--- src/hw/rtl/gbl_pkg.sv ---
// shared constants, types and helper functions of the 5x5 gaussian blur
`default_nettype none

package gbl_pkg;

	// geometry
	localparam int MAX_WIDTH   = 2048;
	localparam int KERNEL_SIZE = 5;
	localparam int HALF_K      = KERNEL_SIZE / 2;
	localparam int NUM_SLOTS   = KERNEL_SIZE - 1;
	localparam int SLOT_W      = $clog2(NUM_SLOTS);
	localparam int COL_W       = $clog2(MAX_WIDTH);
	localparam int WID_W       = COL_W + 1;
	localparam int DIM_W       = 12;
	localparam int EXT_W       = DIM_W + WID_W;
	localparam int LAG_W       = WID_W + 1;
	localparam int MIN_DIM     = KERNEL_SIZE;

	// datapath widths
	localparam int PIX_W     = 8;
	localparam int PIX_MAX   = 2 ** PIX_W - 1;
	localparam int WGT_W     = 16;
	localparam int FRAC_W    = 16;
	localparam int PAIR_W    = PIX_W + 1;
	localparam int PROD_W    = PAIR_W + WGT_W;
	localparam int COL_SUM_W = PROD_W + 2;
	localparam int SUM_W     = COL_SUM_W + $clog2(KERNEL_SIZE);

	// configuration port
	localparam int CFG_W     = 16;
	localparam int CFG_IDX_W = 3;

	typedef enum logic [CFG_IDX_W-1:0] {
		REG_IMAGE_WIDTH,
		REG_IMAGE_HEIGHT,
		REG_WEIGHT_CENTER,
		REG_WEIGHT_AXIS_ONE,
		REG_WEIGHT_DIAGONAL_ONE,
		REG_WEIGHT_AXIS_TWO,
		REG_WEIGHT_KNIGHT,
		REG_WEIGHT_DIAGONAL_TWO
	} cfg_reg_t;

	// weight slots
	localparam int W_CENTER        = 0;
	localparam int W_AXIS_ONE      = 1;
	localparam int W_DIAGONAL_ONE  = 2;
	localparam int W_AXIS_TWO      = 3;
	localparam int W_KNIGHT        = 4;
	localparam int W_DIAGONAL_TWO  = 5;
	localparam int NUM_WEIGHTS     = 6;

	typedef logic [WGT_W-1:0] weight_t;

	localparam int WIDTH_RESET  = 640;
	localparam int HEIGHT_RESET = 480;
	localparam weight_t WEIGHT_RESET [NUM_WEIGHTS] = '{
		16'd10623, 16'd6443, 16'd3908, 16'd1438, 16'd872, 16'd195
	};

	// result queue
	localparam int FIFO_DEPTH = 8;
	localparam int FIFO_AW    = $clog2(FIFO_DEPTH);

	typedef struct packed {
		logic [PIX_W-1:0] pixel;
		logic             last;
	} out_item_t;

	// width register keeps the clamped value
	function automatic logic [WID_W-1:0] clamp_width(input logic [DIM_W-1:0] v);
		logic [EXT_W-1:0] ext;
		ext = EXT_W'(v);
		if (ext < EXT_W'(MIN_DIM)) return WID_W'(MIN_DIM);
		if (ext > EXT_W'(MAX_WIDTH)) return WID_W'(MAX_WIDTH);
		return WID_W'(ext);
	endfunction

	function automatic logic [DIM_W-1:0] clamp_height(input logic [DIM_W-1:0] v);
		return (v < DIM_W'(MIN_DIM)) ? DIM_W'(MIN_DIM) : v;
	endfunction

	// weight slot for a tap at row distance ady and column distance adx
	function automatic int weight_sel(input int ady, input int adx);
		int lo;
		int hi;
		lo = (ady < adx) ? ady : adx;
		hi = (ady < adx) ? adx : ady;
		if (hi == 0) return W_CENTER;
		if (hi == 1) return (lo == 0) ? W_AXIS_ONE : W_DIAGONAL_ONE;
		if (lo == 0) return W_AXIS_TWO;
		if (lo == 1) return W_KNIGHT;
		return W_DIAGONAL_TWO;
	endfunction

endpackage

`default_nettype wire

--- src/hw/rtl/gbl_fifo.sv ---
// small result queue between the filter pipeline and the output channel
`default_nettype none

module gbl_fifo import gbl_pkg::*; (
	input  logic      clk,
	input  logic      arst_n,
	input  logic      push,
	input  out_item_t push_item,
	input  logic      pop,
	output logic      valid,
	output out_item_t head
);

	out_item_t          mem_q [FIFO_DEPTH];
	logic [FIFO_AW-1:0] wr_ptr_q;
	logic [FIFO_AW-1:0] rd_ptr_q;
	logic [FIFO_AW:0]   count_q;

	always_ff @(posedge clk) begin
		if (push) begin
			mem_q[wr_ptr_q] <= push_item;
		end
	end

	always_ff @(posedge clk or negedge arst_n) begin
		if (!arst_n) begin
			wr_ptr_q <= '0;
			rd_ptr_q <= '0;
			count_q  <= '0;
		end else begin
			if (push) begin
				wr_ptr_q <= wr_ptr_q + FIFO_AW'(1);
			end
			if (pop) begin
				rd_ptr_q <= rd_ptr_q + FIFO_AW'(1);
			end
			count_q <= count_q + (FIFO_AW+1)'(push) - (FIFO_AW+1)'(pop);
		end
	end

	assign valid = (count_q != '0);
	assign head  = mem_q[rd_ptr_q];

endmodule

`default_nettype wire

--- config.mk ---
export PLATFORM = sky130hd
export DESIGN_NAME = gbl_fifo
export DESIGN_NICKNAME = d
export VERILOG_FILES = /design/src/hw/rtl/gbl_pkg.sv /design/src/hw/rtl/gbl_fifo.sv
export SDC_FILE = /design/constraint.sdc
export NUM_CORES = 1
export LEC_CHECK = 0
export ABC_AREA = 1
export CAP_MARGIN = 20
export CORE_ASPECT_RATIO = 1.5
export CORE_MARGIN = 10
export CORE_UTILIZATION = 61
export CTS_BUF_LIST = sky130_fd_sc_hd__clkbuf_4 sky130_fd_sc_hd__clkbuf_8
export DETAILED_ROUTE_END_ITERATION = 10
export DONT_BUFFER_PORTS = 1
export GPL_TIMING_DRIVEN = 1
export PLACE_DENSITY = 0.86
export SLEW_MARGIN = 20
export SYNTH_ARGS = -nofsm -noshare
export SYNTH_HDL_FRONTEND = slang
export SYNTH_SLANG_ARGS = --single-unit
export TNS_END_PERCENT = 1
--- constraint.sdc ---
create_clock -name clk -period 1.95 [get_ports clk]
set_input_delay 0.195 -clock clk [delete_from_list [all_inputs] [get_ports clk]]
set_output_delay 0.195 -clock clk [all_outputs]
set_load 0.02 [all_outputs]
==> results.sh <==
export IMPL_status="finished, final reports clean"
export IMPL_grt_pass1_wl_um=12900
export IMPL_max_freq_mhz=539
export IMPL_drt_wirelength_per_cell_um=16.0
export IMPL_drv_slew=0
export IMPL_tns_ps=0
export IMPL_yosysSeqAreaShare_pct=64.7
export IMPL_crit_type="register to output pin"
export IMPL_grt_setup_unrepaired="no"
export IMPL_port_buffers=0
export IMPL_yosys_area_share_simple_pct=19.1
export IMPL_period_share_pct=95.2
export IMPL_h_tree_depth=3
export IMPL_fill_cells=406
export IMPL_insertion_delay_ps=350
export IMPL_fp_coreArea_mm2=0.00587
export IMPL_wl_um=7640
export IMPL_area_growth_syn_to_layout_pct=12.3
export IMPL_p_leak_nw=1.99
export IMPL_drt_pass1_iterations=4
export IMPL_syn_area_mm2=0.00373
export IMPL_skew_ps=8.61
export IMPL_cp_end_kind="output pin"
export IMPL_place_congestion=0.888
export IMPL_synth_compound_area_share_pct=0.403
export IMPL_grt_use_met1_pct=16.8
export IMPL_layout_nets=423
export IMPL_yosys_warnings=0
export IMPL_ir_drop_mv=0.956
export IMPL_worst_pin_slew_ps=461
export IMPL_cts_tree="yes"
export IMPL_grt_overflow_total=0
export IMPL_multi_input_area_um2=882
export IMPL_dieArea_mm2=0.00970
export IMPL_rows=34
export IMPL_clockRootBuffer="clkbuf_8"
export IMPL_regArea_mm2=0.00241
export IMPL_worstPathRequired_ps=1750
export IMPL_antenna_found_initial=0
export IMPL_die_x_um=83.8
export IMPL_min_period_ps=1860
export IMPL_synthCells=374
export IMPL_grt_usage_pct=17.0
export IMPL_route_detailed_drc=0
export IMPL_cts_max_path_buffers=2
export IMPL_synth_avg_cell_area_um2=9.97
export IMPL_use_met3_pct=4.85
export IMPL_min_path_type="input pin to register"
export IMPL_grt_use_met2_pct=31.6
export IMPL_cts_buffers=9
export IMPL_yosys_area_share_adder_pct=2.89
export IMPL_grt_pass1_vias=2651
export IMPL_ant_nets=0
export IMPL_yosysUniqueCellTypes=20
export IMPL_clkSinkCount=82
export IMPL_syn_nets=395
export IMPL_route_vias_total=2491
export IMPL_ys_ff_latch=82
export IMPL_fin_util_pct=71.4
export IMPL_cp_common_cell="nand2_1"
export IMPL_arrival_ps=1660
export IMPL_viasPerCell=5.20
export IMPL_cp_start_kind="register"
export IMPL_clk_pin_slew_ps=70
export IMPL_slowest_stage="dfrtp_1"
export IMPL_die_y_um=116
export IMPL_slew_headroom_pct=69.1
export IMPL_grt_max_degree=33
export IMPL_muxShareOfSynthArea_pct=0
export IMPL_busiest_layer="met2"
export IMPL_synth_top_family_by_area="simple AND/OR/NAND/NOR gates"
export IMPL_start_util_pct=63.5
export IMPL_finalHoldViolations=0
export IMPL_max_stage_delay_ps=620
export IMPL_setup_viol_count_final=0
export IMPL_crit_chain="buf_4, nand3_1, nand2_1, nand2_1, nand2_1"
export IMPL_maxCapViolCount=0
export IMPL_dp_hpwl_um=5260
export IMPL_num_antenna_cells=0
export IMPL_worstPathMaxFanout=9
export IMPL_synthXorXnorAreaFrac_pct=1.17
export IMPL_layout_drive_gt1_share_pct=9.09
export IMPL_io_pins=23
export IMPL_drtIter0Drc=285
export IMPL_p_per_area_mw_per_mm2=1390
-- stage by stage --
step | hold slack (ps) | power, mW | cell area (um^2) | cells | setup WS [ps]
floorplan | -101 | 4.05 | 3730 | 374 | 436
global placement | -100 | 4.36 | 3840 | 451 | 444
detailed placement | -100 | 4.47 | 3840 | 451 | 336
CTS | 38.3 | 5.84 | 4180 | 479 | 37.2
global route | 63.1 | 6.23 | 4190 | 479 | 7.24
finish | 50.3 | 5.83 | 4190 | 479 | 93.5
-- final timing paths --
kind,start,end,slack (ps),cells after the start
worst min-delay path,push,wr_ptr_q[2],50,3
max in group asynchronous,arst_n,rd_ptr_q[0],1380,1
min in group asynchronous,arst_n,wr_ptr_q[1],230,1
worst max register to register,count_q[0],count_q[1],400,7
worst min register to register,wr_ptr_q[0],wr_ptr_q[0],550,2
worst max-delay path,rd_ptr_q[1],head[4],90,5
-- cells in the final DEF, fill, tap and decap left out, drive strengths merged, types with 2 or more instances in the layout --
| master | synthesis | final |
|---|---|---|
| edfxtp | 72 | 72 |
| dfrtp | 10 | 10 |
| nand2 | 129 | 129 |
| ha | 7 | 7 |
| xor2 | 4 | 4 |
| bufinv | 0 | 2 |
| nand3 | 38 | 38 |
| nor2 | 8 | 8 |
| o21ai | 2 | 2 |
| dlygate4sd3 | 0 | 12 |
| clkinv | 1 | 5 |
| inv | 88 | 88 |
| clkbuf | 0 | 9 |
| buf | 11 | 16 |
-- power by group --
group	switching [mW]	internal (mW)	leakage, nW
Sequential	0.160	2.18	0.771
Combinational	1.51	0.682	1.11
Clock	0.586	0.718	0.107
-- flip-flops by register name, indices dropped and copies added, names as in the netlist --
register,flops
wr_ptr_q,3
rd_ptr_q,3
count_q,4
mem_q,72
-- cell usage after synthesis --
cell type | number | area [um^2]
clkinv_1 | 1 | 3.75
inv_1 | 86 | 323
buf_4 | 2 | 15.0
xnor2_1 | 1 | 8.76
dfrtp_1 | 10 | 250
buf_8 | 3 | 45.0
fa_1 | 1 | 20.0
or2_2 | 1 | 6.26
ha_1 | 7 | 87.6
buf_6 | 2 | 22.5
xor2_1 | 4 | 35.0
nand3_1 | 38 | 190
a21oi_1 | 1 | 5.00
o21ai_0 | 2 | 10.0
inv_2 | 1 | 3.75
inv_4 | 1 | 6.26
nand2_1 | 129 | 484
buf_2 | 4 | 20.0
nor2_1 | 8 | 30.0
edfxtp_1 | 72 | 2160
-- cell type report --
| type | instances | area share (%) |
|---|---|---|
| multi-input cells | 192 | 21.1 |
| repair buffers | 28 | 5.82 |
| inverters | 89 | 8.15 |
| flip-flops and latches | 82 | 57.6 |
| clock inverters | 7 | 2.24 |
| clock buffers | 9 | 2.96 |
| well taps | 72 | 2.15 |
-- routing by layer --
layer / vias to the layer above / routed length [um]
li1: 1205 / -
met1: 1179 / 2720
met2: 88 / 4150
met3: 19 / 471
met4: 0 / 300
met5: - / 0
-- logic make-up (layout without fill, tap and decap cells) --
family | count (synthesis) | count (layout)
adder cells (fa/ha/maj) | 8 | 8
AO/OA/AOI/OAI | 3 | 3
buffers and inverters | 100 | 133
flip-flops | 82 | 82
AND/OR/NAND/NOR | 176 | 176
XOR/XNOR | 5 | 5
-- worst max-delay path, delay by kind of cell (launching register included) --
kind                   cells  cell delay (ps)
flip-flops                 1              620
AND/OR/NAND/NOR            4              430
buffers and inverters      1              270
-- repair_timing --
| item | 4_1_cts | 5_1_grt |
|---|---|---|
| buffers inserted | 0 | 0 |
| endpoints found under the hold margin | 87 | 0 |
| setup endpoints to repair | 1 | 3 |
| hold buffers | 12 | 0 |
| resized for setup | 3 | 3 |
Power figures use the tool's default switching activity.
