==> src/hw/rtl/gbl_pkg.sv <==
// shared constants, types and helper functions of the 5x5 gaussian blur
`default_nettype none

package gbl_pkg;

	// geometry
	localparam int MAX_WIDTH   = 2048;
	localparam int KERNEL_SIZE = 5;
	localparam int HALF_K      = KERNEL_SIZE / 2;
	localparam int NUM_SLOTS   = KERNEL_SIZE - 1;
	localparam int SLOT_W      = $clog2(NUM_SLOTS);
	localparam int COL_W       = $clog2(MAX_WIDTH);
	localparam int WID_W       = COL_W + 1;
	localparam int DIM_W       = 12;
	localparam int EXT_W       = DIM_W + WID_W;
	localparam int LAG_W       = WID_W + 1;
	localparam int MIN_DIM     = KERNEL_SIZE;

	// datapath widths
	localparam int PIX_W     = 8;
	localparam int PIX_MAX   = 2 ** PIX_W - 1;
	localparam int WGT_W     = 16;
	localparam int FRAC_W    = 16;
	localparam int PAIR_W    = PIX_W + 1;
	localparam int PROD_W    = PAIR_W + WGT_W;
	localparam int COL_SUM_W = PROD_W + 2;
	localparam int SUM_W     = COL_SUM_W + $clog2(KERNEL_SIZE);

	// configuration port
	localparam int CFG_W     = 16;
	localparam int CFG_IDX_W = 3;

	typedef enum logic [CFG_IDX_W-1:0] {
		REG_IMAGE_WIDTH,
		REG_IMAGE_HEIGHT,
		REG_WEIGHT_CENTER,
		REG_WEIGHT_AXIS_ONE,
		REG_WEIGHT_DIAGONAL_ONE,
		REG_WEIGHT_AXIS_TWO,
		REG_WEIGHT_KNIGHT,
		REG_WEIGHT_DIAGONAL_TWO
	} cfg_reg_t;

	// weight slots
	localparam int W_CENTER        = 0;
	localparam int W_AXIS_ONE      = 1;
	localparam int W_DIAGONAL_ONE  = 2;
	localparam int W_AXIS_TWO      = 3;
	localparam int W_KNIGHT        = 4;
	localparam int W_DIAGONAL_TWO  = 5;
	localparam int NUM_WEIGHTS     = 6;

	typedef logic [WGT_W-1:0] weight_t;

	localparam int WIDTH_RESET  = 640;
	localparam int HEIGHT_RESET = 480;
	localparam weight_t WEIGHT_RESET [NUM_WEIGHTS] = '{
		16'd10623, 16'd6443, 16'd3908, 16'd1438, 16'd872, 16'd195
	};

	// result queue
	localparam int FIFO_DEPTH = 8;
	localparam int FIFO_AW    = $clog2(FIFO_DEPTH);

	typedef struct packed {
		logic [PIX_W-1:0] pixel;
		logic             last;
	} out_item_t;

	// width register keeps the clamped value
	function automatic logic [WID_W-1:0] clamp_width(input logic [DIM_W-1:0] v);
		logic [EXT_W-1:0] ext;
		ext = EXT_W'(v);
		if (ext < EXT_W'(MIN_DIM)) return WID_W'(MIN_DIM);
		if (ext > EXT_W'(MAX_WIDTH)) return WID_W'(MAX_WIDTH);
		return WID_W'(ext);
	endfunction

	function automatic logic [DIM_W-1:0] clamp_height(input logic [DIM_W-1:0] v);
		return (v < DIM_W'(MIN_DIM)) ? DIM_W'(MIN_DIM) : v;
	endfunction

	// weight slot for a tap at row distance ady and column distance adx
	function automatic int weight_sel(input int ady, input int adx);
		int lo;
		int hi;
		lo = (ady < adx) ? ady : adx;
		hi = (ady < adx) ? adx : ady;
		if (hi == 0) return W_CENTER;
		if (hi == 1) return (lo == 0) ? W_AXIS_ONE : W_DIAGONAL_ONE;
		if (lo == 0) return W_AXIS_TWO;
		if (lo == 1) return W_KNIGHT;
		return W_DIAGONAL_TWO;
	endfunction

endpackage

`default_nettype wire

==> src/hw/rtl/gbl_cell.sv <==
// one column cell of the transposed kernel chain
`default_nettype none

module gbl_cell import gbl_pkg::*; (
	input  logic              clk,
	input  logic              arst_n,
	input  weight_t           w_mid,
	input  weight_t           w_near,
	input  weight_t           w_far,
	input  logic [PIX_W-1:0]  x_mid,
	input  logic [PAIR_W-1:0] x_near,
	input  logic [PAIR_W-1:0] x_far,
	input  logic              sum_en,
	input  logic [SUM_W-1:0]  sum_in,
	output logic [SUM_W-1:0]  sum_out
);

	logic [PROD_W-1:0]    prod_mid_s3;
	logic [PROD_W-1:0]    prod_near_s3;
	logic [PROD_W-1:0]    prod_far_s3;
	logic [COL_SUM_W-1:0] col_sum_s4;
	logic [SUM_W-1:0]     psum_q;

	// weighted column sum, row pairs pre-added upstream
	always_ff @(posedge clk) begin
		prod_mid_s3  <= PROD_W'(x_mid) * PROD_W'(w_mid);
		prod_near_s3 <= PROD_W'(x_near) * PROD_W'(w_near);
		prod_far_s3  <= PROD_W'(x_far) * PROD_W'(w_far);
		col_sum_s4   <= COL_SUM_W'(prod_mid_s3) + COL_SUM_W'(prod_near_s3)
			+ COL_SUM_W'(prod_far_s3);
	end

	// partial sum moves one cell on per pixel
	always_ff @(posedge clk or negedge arst_n) begin
		if (!arst_n) begin
			psum_q <= '0;
		end else if (sum_en) begin
			psum_q <= sum_in + SUM_W'(col_sum_s4);
		end
	end

	assign sum_out = psum_q;

endmodule

`default_nettype wire

==> config.mk <==
export PLATFORM = sky130hd
export DESIGN_NAME = gbl_cell
export DESIGN_NICKNAME = d
export VERILOG_FILES = /design/src/hw/rtl/gbl_pkg.sv /design/src/hw/rtl/gbl_cell.sv
export SDC_FILE = /design/constraint.sdc
export NUM_CORES = 1
export LEC_CHECK = 0
export BUFFER_PORTS_ARGS = -buffer_cell sky130_fd_sc_hd__buf_2
export CORE_MARGIN = 2
export CORE_UTILIZATION = 60
export CTS_CLUSTER_DIAMETER = 80
export DETAILED_ROUTE_END_ITERATION = 12
export PLACE_DENSITY_LB_ADDON = 0.15
export SYNTH_ARGS = -nofsm -noshare
export SYNTH_HDL_FRONTEND = slang
export SYNTH_SLANG_ARGS = --single-unit
export TNS_END_PERCENT = 50
==> constraint.sdc <==
create_clock -name clk -period 6.4 [get_ports clk]
set_clock_uncertainty 0.05 [all_clocks]
set_input_delay 0.64 -clock clk [delete_from_list [all_inputs] [get_ports clk]]
set_output_delay 0.64 -clock clk [all_outputs]
set_load 0.005 [all_outputs]
==> results of run 1 <==
==> Yosys cell counts (all sizes together), types with 3 or more instances <==
master | n | area share (%)
nand3 | 13 | 0.34
and3 | 14 | 0.46
fa | 308 | 32
or3 | 7 | 0.23
a21o | 46 | 1.8
a31oi | 10 | 0.33
nand2 | 200 | 3.9
a311oi | 3 | 0.14
o21bai | 14 | 0.55
o221ai | 3 | 0.24
nor3b | 4 | 0.16
and2 | 268 | 8.8
dfxtp | 101 | 11
a41oi | 3 | 0.18
clkbuf | 43 | 0.84
nor2b | 20 | 0.65
o21a | 14 | 0.55
nand4b | 3 | 0.14
o31ai | 4 | 0.18
o21ai | 41 | 1.1
nor3 | 17 | 0.44
ha | 186 | 12
a21boi | 5 | 0.20
xnor2 | 67 | 3.1
o2111ai | 4 | 0.22
nand2b | 12 | 0.41
dfrtp | 30 | 3.9
a221oi | 3 | 0.26
buf | 3 | 0.065
a211oi | 13 | 0.59
nand4 | 5 | 0.16
xor2 | 30 | 1.4
mux2 | 21 | 1.2
a2111oi | 4 | 0.22
inv | 374 | 7.3
a31o | 4 | 0.18
nor2 | 62 | 1.2
a21oi | 81 | 2.2
o211ai | 7 | 0.27
==> report_power, final <==
group	switching, uW	internal, uW	total, uW
Clock	380	603	984
Sequential	248	1340	1590
Combinational	4510	3650	8170
Total	5140	5600	10700
==> stage by stage <==
| step | cells | util [%] | instance area, um2 | hold WS [ps] | worst slack, ps |
|---|---|---|---|---|---|
| floorplan | 2073 | - | 19200 | 294 | 1350 |
| global placement | 2565 | 64.1 | 20200 | 411 | 1140 |
| detailed placement | 2565 | 64.1 | 20200 | 413 | 948 |
| CTS | 2597 | 66.0 | 20800 | 207 | 1370 |
| global route | 2597 | 66.0 | 20800 | 231 | 993 |
| finish | 2597 | 66.0 | 20800 | 193 | 1340 |
==> kinds of logic (layout without fill, tap and decap cells) <==
group,after synthesis,count (layout)
buffers and inverters,421,543
xor gates and xnor gates,97,97
adders and majority gates,494,494
DFF,131,131
AOI/OAI and AO/OA,271,271
muxes,23,23
and+or+nand+nor,636,636
==> cell usage in the layout (no fill, tap or decap), types with 12 or more instances in the layout <==
cell type / instances
inv_1: 374
fa_1: 308
and2_1: 268
nand2_1: 200
ha_1: 186
buf_2: 136
dfxtp_1: 101
a21oi_1: 79
xnor2_1: 67
nor2_1: 62
a21o_1: 46
xor2_1: 30
dfrtp_1: 30
o21ai_0: 29
mux2_2: 21
nor2b_1: 20
clkbuf_16: 18
nor3_1: 17
o21a_1: 14
o21bai_1: 14
and3_1: 14
nand3_1: 13
o21ai_1: 12
==> worst max-delay path: cells and delay by family <==
family	cells	cell delay [ps]
AND/OR/NAND/NOR	2	270
buffers and inverters	4	420
adder cells (fa/ha/maj)	5	2390
multiplexers	1	230
AO/OA/AOI/OAI	5	1340
==> routing by layer <==
| layer | share of wire (%) | track usage [%] | routed length (um) | vias up |
|---|---|---|---|---|
| met3 | 4.5 | 3.13 | 1810 | 45 |
| met5 | 0 | 0 | 0 | - |
| met2 | 49 | 44.5 | 19700 | 348 |
| li1 | - | - | - | 6754 |
| met4 | 1.7 | 5.45 | 678 | 0 |
| met1 | 45 | 34.8 | 18100 | 6919 |
==> registers in the layout, indices dropped and copies added (netlist names) <==
signal	cells
sum_out	30
col_sum_s4	27
prod_mid_s3	24
prod_near_s3	25
prod_far_s3	25
==> worst paths after layout <==
| path | from | endpoint | slack (ps) | cells past startpoint |
|---|---|---|---|---|
| max | x_far[2] | prod_far_s3[21] | 1340 | 17 |
| min | arst_n | sum_out[9] | 190 | 1 |
| max reg2reg | prod_mid_s3[0] | col_sum_s4[25] | 2720 | 15 |
| min reg2reg | sum_out[28] | sum_out[28] | 420 | 2 |
| max in group asynchronous | arst_n | sum_out[12] | 5660 | 1 |
| min in group clk | sum_out[28] | sum_out[28] | 420 | 2 |
==> final cells by class <==
class                   count  area share, %
clock buffers              20           2.21
flip-flops and latches    131           13.4
well taps                 402           2.42
clock inverters            12          0.663
multi-input cells        1521           71.3
inverters                 375           6.78
repair buffers            136           3.28
==> run metrics, run 1 <==
syn nets=around 2700; Top Ports=about 140; Worst path slowest cell=fa_1; initial core utilization=approximately three fifths; crit path kind=in -> reg; critical path cell sequence=buf_2 > nand2_1 > fa_1 > inv_1 > fa_1 > inv_1 > fa_1 > fa_1 > inv_1 > ha_1 > nor2b_1 > o21ai_0 > a211oi_1 > o211ai_1 > a21boi_0 > mux2i_1 > o2111ai_1; First-pass DRT Iterations=5; via count=14100; CP Launch Type=primary input; Least-Margin Pin Slew=between 700 and 800 ps; vias in the first global route=14600; final hold violations=0; wire length per cell=15.5 um; H-tree Lvls=4; proportion of layout cells with a drive suffix above 1=about a tenth; CTS max path bufs=2; All-Layer GR Usage=~26%; post-CTS resize count=0; FF+latch count, synth=between 100 and 150; status=complete, no violations; relative slew slack=between 50% and 60%; worst endpoint data arrival time=about 5300 ps; post-synthesis cell type count=roughly 70; Final Setup Violations=0; CTS buffer count=17; setup_tns=0 ps; RSZ-0062 raised after global routing=false; fin. max-slew vios=0; DRC viols=0; global-route wire length before repair=a little under 70 mm; # fillers=roughly 2600; final antenna-violating net count=0; synthesized area per cell=approximately 9 um2; slowest stage delay, CP=between 500 and 600 ps; cts-stage hold buffer count=0; Most used DFF post-synth=dfxtp_1; worst skew pair latency=approximately 420 ps; Chip Width=approximately 180 um; TritonCTS clock tree=yes; Leakage Power=approximately 0.011 uW; Port Buffers=136; crit-path max FO=16; initial antenna violation count=0; multiplexer area fraction after synthesis=under 10%; largest family of logic cells by synthesized area=adder cells; Layout Nets=~2800; Root Buffer=clkbuf_16; Die Ht=183 um; DRT iter0 DRCs=a little under 900; post-DR vias/cell=about 5.4; synthesized cell area=between 0.015 and 0.02 mm2; Pwr Density=517 mW/mm2; Final period util=79.1%; area growth from synthesis to layout=8.38%; CP endpoint kind=flop; Min-Delay Path Class=in -> async; Overflow after GRT=0; adder and majority cell fraction of the synthesized area=44.3%; YS warnings=0; fmax=about 0.2 GHz; xor and xnor area share after synthesis=under 10%; WP data required=between 6000 and 7000 ps; fin crit period=between 5000 and 6000 ps; Overall Power=approximately 11000 uW; ys async rst share=about 23%; simple-gate share of the synthesized area=between 15 and 20%; routability cong.=~0.93; Routed Wire Length=around 40 mm; area of the die=approximately 0.033 mm2; CP most frequent cell=fa_1; post-synthesis compound-gate area fraction=under 10%; maximum number of pins on one net before global-route repair=36; storage element area=between 0.002 and 0.003 mm2; worst vdd ir=0.374 mV; Multi-input gate area=between 0.01 and 0.015 mm2; Reg clk slew, reported paths=around 60 ps; max-cap violation count=0; Post-CTS Setup Inserts=0; DPL Wire Length=34.0 mm; clk sink count=~130; Core Box Area=between 0.03 and 0.04 mm2; EDFF count, synth=0; ANT cells=0; Syn Inst Count=between 2000 and 2500; post-synthesis sequential area ratio=~14%; row count=65
No activity file was read; power rests on OpenSTA's default activity.
==> inputs of run 2 (changes only) <==
Clock period 6.4 ns to 4.7 ns, I/O delays scaled along.
==> run metrics, run 2 (synthesis gave the netlist of run 1 again) <==
status=complete, no violations; Core Box Area=0.0315 mm2 (unchanged); worst vdd ir=0.522 mV (+40%); combinational share of power=77.3% (+1.3 points); proportion of layout cells with a drive suffix above 1=16.1% (+6.6 points); DRT iter0 DRCs=700 (-20%); Root Buffer=clkbuf_16; CP endpoint kind=flop; TritonCTS clock tree=yes; Routed Wire Length=41.4 mm (+2.5%); Reg clk slew, reported paths=60 ps (about the same); commonest cells after routing, fill and taps aside=374 x inv_1, 308 x fa_1, 268 x and2_1, 200 x nand2_1, 185 x ha_1; CTS max path bufs=2 (unchanged); initial core utilization=60.9% (unchanged); initial antenna violation count=2 (+2); Pwr Density=718 mW/mm2 (+39%); Die Ht=183 um (unchanged); final hold violations=0 (unchanged); storage element area=0.00277 mm2 (unchanged); Least-Margin Pin Slew=733 ps (+32.7 ps); Top Ports=137 (unchanged); Overflow after GRT=0 (unchanged); post-DR vias/cell=5.32 (-1.9%); max-cap violation count=0 (unchanged); fin. max-slew vios=0 (unchanged); cts-stage hold buffer count=0 (unchanged); Final Setup Violations=0 (unchanged); area growth from synthesis to layout=15.7%; Multi-input gate area=0.0149 mm2 (+0.38%); maximum number of pins on one net before global-route repair=36 (unchanged); most common cell after layout, fill and taps aside=inv_1; area of the die=0.0334 mm2 (unchanged); global-route wire length before repair=72.3 mm (+4.5%); Core Util, Final=70.4% (+4.4 points); via count=14700 (+4.3%); row count=65 (unchanged); Final period util=around 95%; Layout Nets=2944 (+5.8%); Chip Width=183 um (unchanged); Switching Share=45.6% (-2.2 points); Port Buffers=136 (unchanged); crit path kind=in -> reg; WP data required=4940 ps (-1700 ps); H-tree Lvls=4 (unchanged); Leakage Power=0.0115 uW (+7.9%); wire length per cell=15.0 um (-3.5%); CTS buffer count=17 (unchanged); fin crit period=about 4500 ps; RSZ-0062 raised after global routing=false; Post-CTS Setup Inserts=0 (unchanged); All-Layer GR Usage=26.7% (+1.0 points); clock share of power=9.2% (about the same); worst skew pair latency=430 ps (about the same); # fillers=2433 (-5.9%); worst endpoint data arrival time=4700 ps (-600 ps); P_int=8650 uW (+54%); dpl cells=2726 (+6.3%); max FFs per register=30 (unchanged); sw power=7260 uW (+41%); routability cong.=0.922 (-0.50%); DPL Wire Length=35.3 mm (+3.8%); clk sink count=131 (unchanged); crit-path max FO=6 (-10); relative slew slack=51.1% (-2.2 points); Min-Delay Path Class=in -> async; DRC viols=0 (unchanged); fmax=0.224 GHz; Sequential Power Share=13.5% (-1.3 points); vias in the first global route=15300 (+4.5%); post-CTS resize count=0 (unchanged); non-filler cells, final=2759 (+6.2%); First-pass DRT Iterations=5 (unchanged); final antenna-violating net count=0 (unchanged); CP Launch Type=primary input
run 2: per-layer routing:
layer	vias up	GRT usage, %	wire length, um
li1	7071	-	-
met1	7204	36.1	18700
met2	329	44.8	19600
met3	61	3.57	2010
met4	0	8.55	1080
met5	-	0	0
run 2: cell type report:
class / instances / area share, %
timing repair buffer: 297 / 8.84
multi-input combinational: 1521 / 67.0
sequential: 131 / 12.5
clock buffer: 19 / 2.15
tap: 402 / 2.27
clock inverter: 13 / 0.824
inverter: 375 / 6.35
antenna: 1 / 0.0113
run 2: final timing paths:
check / start / end / slack (ps) / depth (start not counted)
min in group clk: sum_in[28] / sum_out[28] / 310 / 3
hold reg to reg: sum_out[28] / sum_out[28] / 440 / 2
max in group asynchronous: arst_n / sum_out[4] / 4110 / 1
hold / removal: arst_n / sum_out[9] / 40 / 1
setup reg to reg: prod_near_s3[1] / col_sum_s4[25] / 1030 / 13
setup / recovery: x_mid[2] / prod_mid_s3[20] / 240 / 17
run 2: stage by stage:
stage	power, uW	setup TNS, ps	hold slack, ps	area [um2]	setup slack [ps]
after global placement	14000	-2020	413	21400	-158
after CTS	15900	0	41.9	22100	181
after detailed placement	14200	-3780	420	21400	-257
after global routing	17600	0	91.3	22200	4.53
after floorplan	10800	0	124	19200	10.9
final	15900	0	38.4	22200	244
run 2: worst max-delay path: stages:
cell       delay (ps)
buf_2             140
and2_1            160
fa_1              440
fa_1              490
inv_1              50
fa_1              480
fa_1              490
inv_1              40
ha_1              300
inv_1              60
o21ai_1           100
a2111oi_2         430
nand4b_1          210
a21boi_1          120
a221oi_2          360
mux2i_1           220
o2111ai_1         130
run 2: power by group through the flow:
stage | Combinational (uW) | Sequential (uW) | Clock (uW)
5_1_grt | 13900 | 2200 | 1520
3_3_place_gp | 11800 | 2160 | 0
3_5_place_dp | 12100 | 2180 | 0
6_report | 12300 | 2150 | 1460
4_1_cts | 12200 | 2160 | 1470
2_1_floorplan | 8720 | 2070 | 0
==> inputs of run 3 (changes only) <==
Settings changed: REMOVE_ABC_BUFFERS from default to 1.
==> run metrics, run 3 (synthesis gave the netlist of run 1 again) <==
global-route wire length before repair=71.0 mm (-1.8%); clk sink count=131 (unchanged); maximum number of pins on one net before global-route repair=36 (unchanged); Largest delay share family, worst path=adder cells; area of the die=0.0334 mm2 (unchanged); fin. max-slew vios=0 (unchanged); Final Setup Violations=0 (unchanged); First-pass DRT Iterations=5 (unchanged); CTS buffer count=17 (unchanged); Die Ht=183 um (unchanged); storage element area=0.00277 mm2 (unchanged); DRC viols=0 (unchanged); All-Layer GR Usage=26.1% (-0.62 points); CP endpoint kind=flop; Overflow after GRT=0 (unchanged); fin crit period=4460 ps (+5.47 ps); post-layout instance area=0.0222 mm2 (about the same); commonest cells after routing, fill and taps aside=374 x inv_1, 308 x fa_1, 268 x and2_1, 200 x nand2_1, 186 x ha_1; wire length per cell=14.9 um (-0.75%); Chip Width=183 um (unchanged); most common cell after layout, fill and taps aside=inv_1; vias in the first global route=15200 (-0.85%); max-cap violation count=0 (unchanged); Multi-input gate area=0.0149 mm2 (+0.12%); Root Buffer=clkbuf_16; Final period util=94.9% (+0.12 points); TritonCTS clock tree=yes; CP Launch Type=primary input; max FFs per register=30 (unchanged); Pwr Density=710 mW/mm2 (-1.1%); relative slew slack=52.2% (+1.1 points); Layout Nets=2955 (+0.37%); area growth from synthesis to layout=15.7% (about the same); CP most frequent cell=fa_1; DRT iter0 DRCs=806 (+15%); Min-Delay Path Class=in -> async; Top Ports=137 (unchanged); ANT cells=0 (-1); cts-stage hold buffer count=0 (unchanged); Leakage Power=0.0115 uW (+0.20%); worst endpoint data arrival time=4740 ps (+40 ps); H-tree Lvls=4 (unchanged); post-DR vias/cell=5.28 (-0.63%); critical path cell sequence=buf_2 > nand2_1 > fa_1 > fa_1 > inv_1 > fa_1 > inv_1 > fa_1 > inv_1 > ha_1 > a21boi_1 > o21a_1 > o41ai_4 > o311ai_1 > buf_4 > a31o_2 > a21oi_1 > xnor2_2; slowest stage delay, CP=550 ps (+60 ps); placed instance area=0.0215 mm2 (+0.35%); final antenna-violating net count=0 (unchanged); worst vdd ir=0.457 mV (-12%); Core Box Area=0.0315 mm2 (unchanged); DPL Wire Length=35.6 mm (+0.80%); proportion of layout cells with a drive suffix above 1=16.8% (+0.64 points); crit path kind=in -> reg; fmax=0.224 GHz (-0.12%); Core Util, Final=70.4% (about the same); via count=14600 (-0.27%); Least-Margin Pin Slew=717 ps (-15.9 ps); final hold violations=0 (unchanged); WP data required=4980 ps (+40 ps); Worst path slowest cell=fa_1; initial antenna violation count=2 (unchanged); crit-path max FO=8 (+2); row count=65 (unchanged); Port Buffers=136 (unchanged); routability cong.=0.903 (-2.0%); Worst Path Buf+Inv=5 (+1); # fillers=2507 (+3.0%); initial core utilization=60.9% (unchanged); status=complete, no violations; Reg clk slew, reported paths=60 ps (about the same); CTS max path bufs=2 (unchanged); worst skew pair latency=420 ps (about the same); RSZ-0062 raised after global routing=false; Routed Wire Length=41.2 mm (-0.39%)
run 3: what timing repair did:
item / CTS / global route
resized for setup: 0 / 22
setup endpoints to repair: 0 / 17
buffers inserted: 0 / 1
run 3: metal layers:
| layer | vias up | share of wire, % | track usage (%) | wire length, um |
|---|---|---|---|---|
| li1 | 7095 | - | - | - |
| met1 | 7153 | 47 | 37.0 | 19400 |
| met2 | 332 | 47 | 44.2 | 19500 |
| met3 | 45 | 4.2 | 2.65 | 1730 |
| met4 | 0 | 1.4 | 4.68 | 567 |
| met5 | - | 0 | 0 | 0 |
run 3: layout make-up:
| type | instances | share of cell area (%) |
|---|---|---|
| Multi-Input combinational cell | 1521 | 67.1 |
| Sequential cell | 131 | 12.5 |
| Timing Repair Buffer | 308 | 9.24 |
| Clock inverter | 15 | 0.626 |
| Clock buffer | 17 | 1.92 |
| Tap cell | 402 | 2.27 |
| Inverter | 375 | 6.35 |
run 3: worst paths after layout:
path,from,endpoint,slack (ps),depth (start not counted)
max in group asynchronous,arst_n,sum_out[25],4140,1
min in group clk,sum_in[28],sum_out[28],310,3
min,arst_n,sum_out[0],30,1
min reg2reg,sum_out[28],sum_out[28],440,2
max,x_mid[3],prod_mid_s3[23],240,18
max reg2reg,prod_mid_s3[1],col_sum_s4[25],1080,13
run 3: power breakdown:
part / switching [uW] / internal (uW)
clock: 530 / 739
sequential: 289 / 1830
combinational: 6400 / 5950
total: 7220 / 8520
run 3: worst reg2reg max path, cell delays in order (launching register included):
cell and delay, ps:
dfxtp_1 320, fa_1 540, ha_1 160, inv_1 60, fa_1 450, nor2b_1 180, o31a_1 230, o2111ai_2 130
a31oi_1 360, o221ai_2 180, a211oi_1 360, o221ai_2 200, or4b_1 190, o211ai_1 80
run 3: stage by stage:
stage | total power, uW | setup slack, ps | TNS (ps) | cells | hold WS, ps
3_3_place_gp | 14000 | -195 | -2640 | 2736 | 415
2_1_floorplan | 10700 | 137 | 0 | 2027 | 124
4_1_cts | 15700 | 64.0 | 0 | 2768 | 33.7
5_1_grt | 17400 | 2.99 | 0 | 2769 | 77.1
6_report | 15700 | 239 | 0 | 2769 | 30.0
3_5_place_dp | 14300 | -370 | -4430 | 2736 | 422
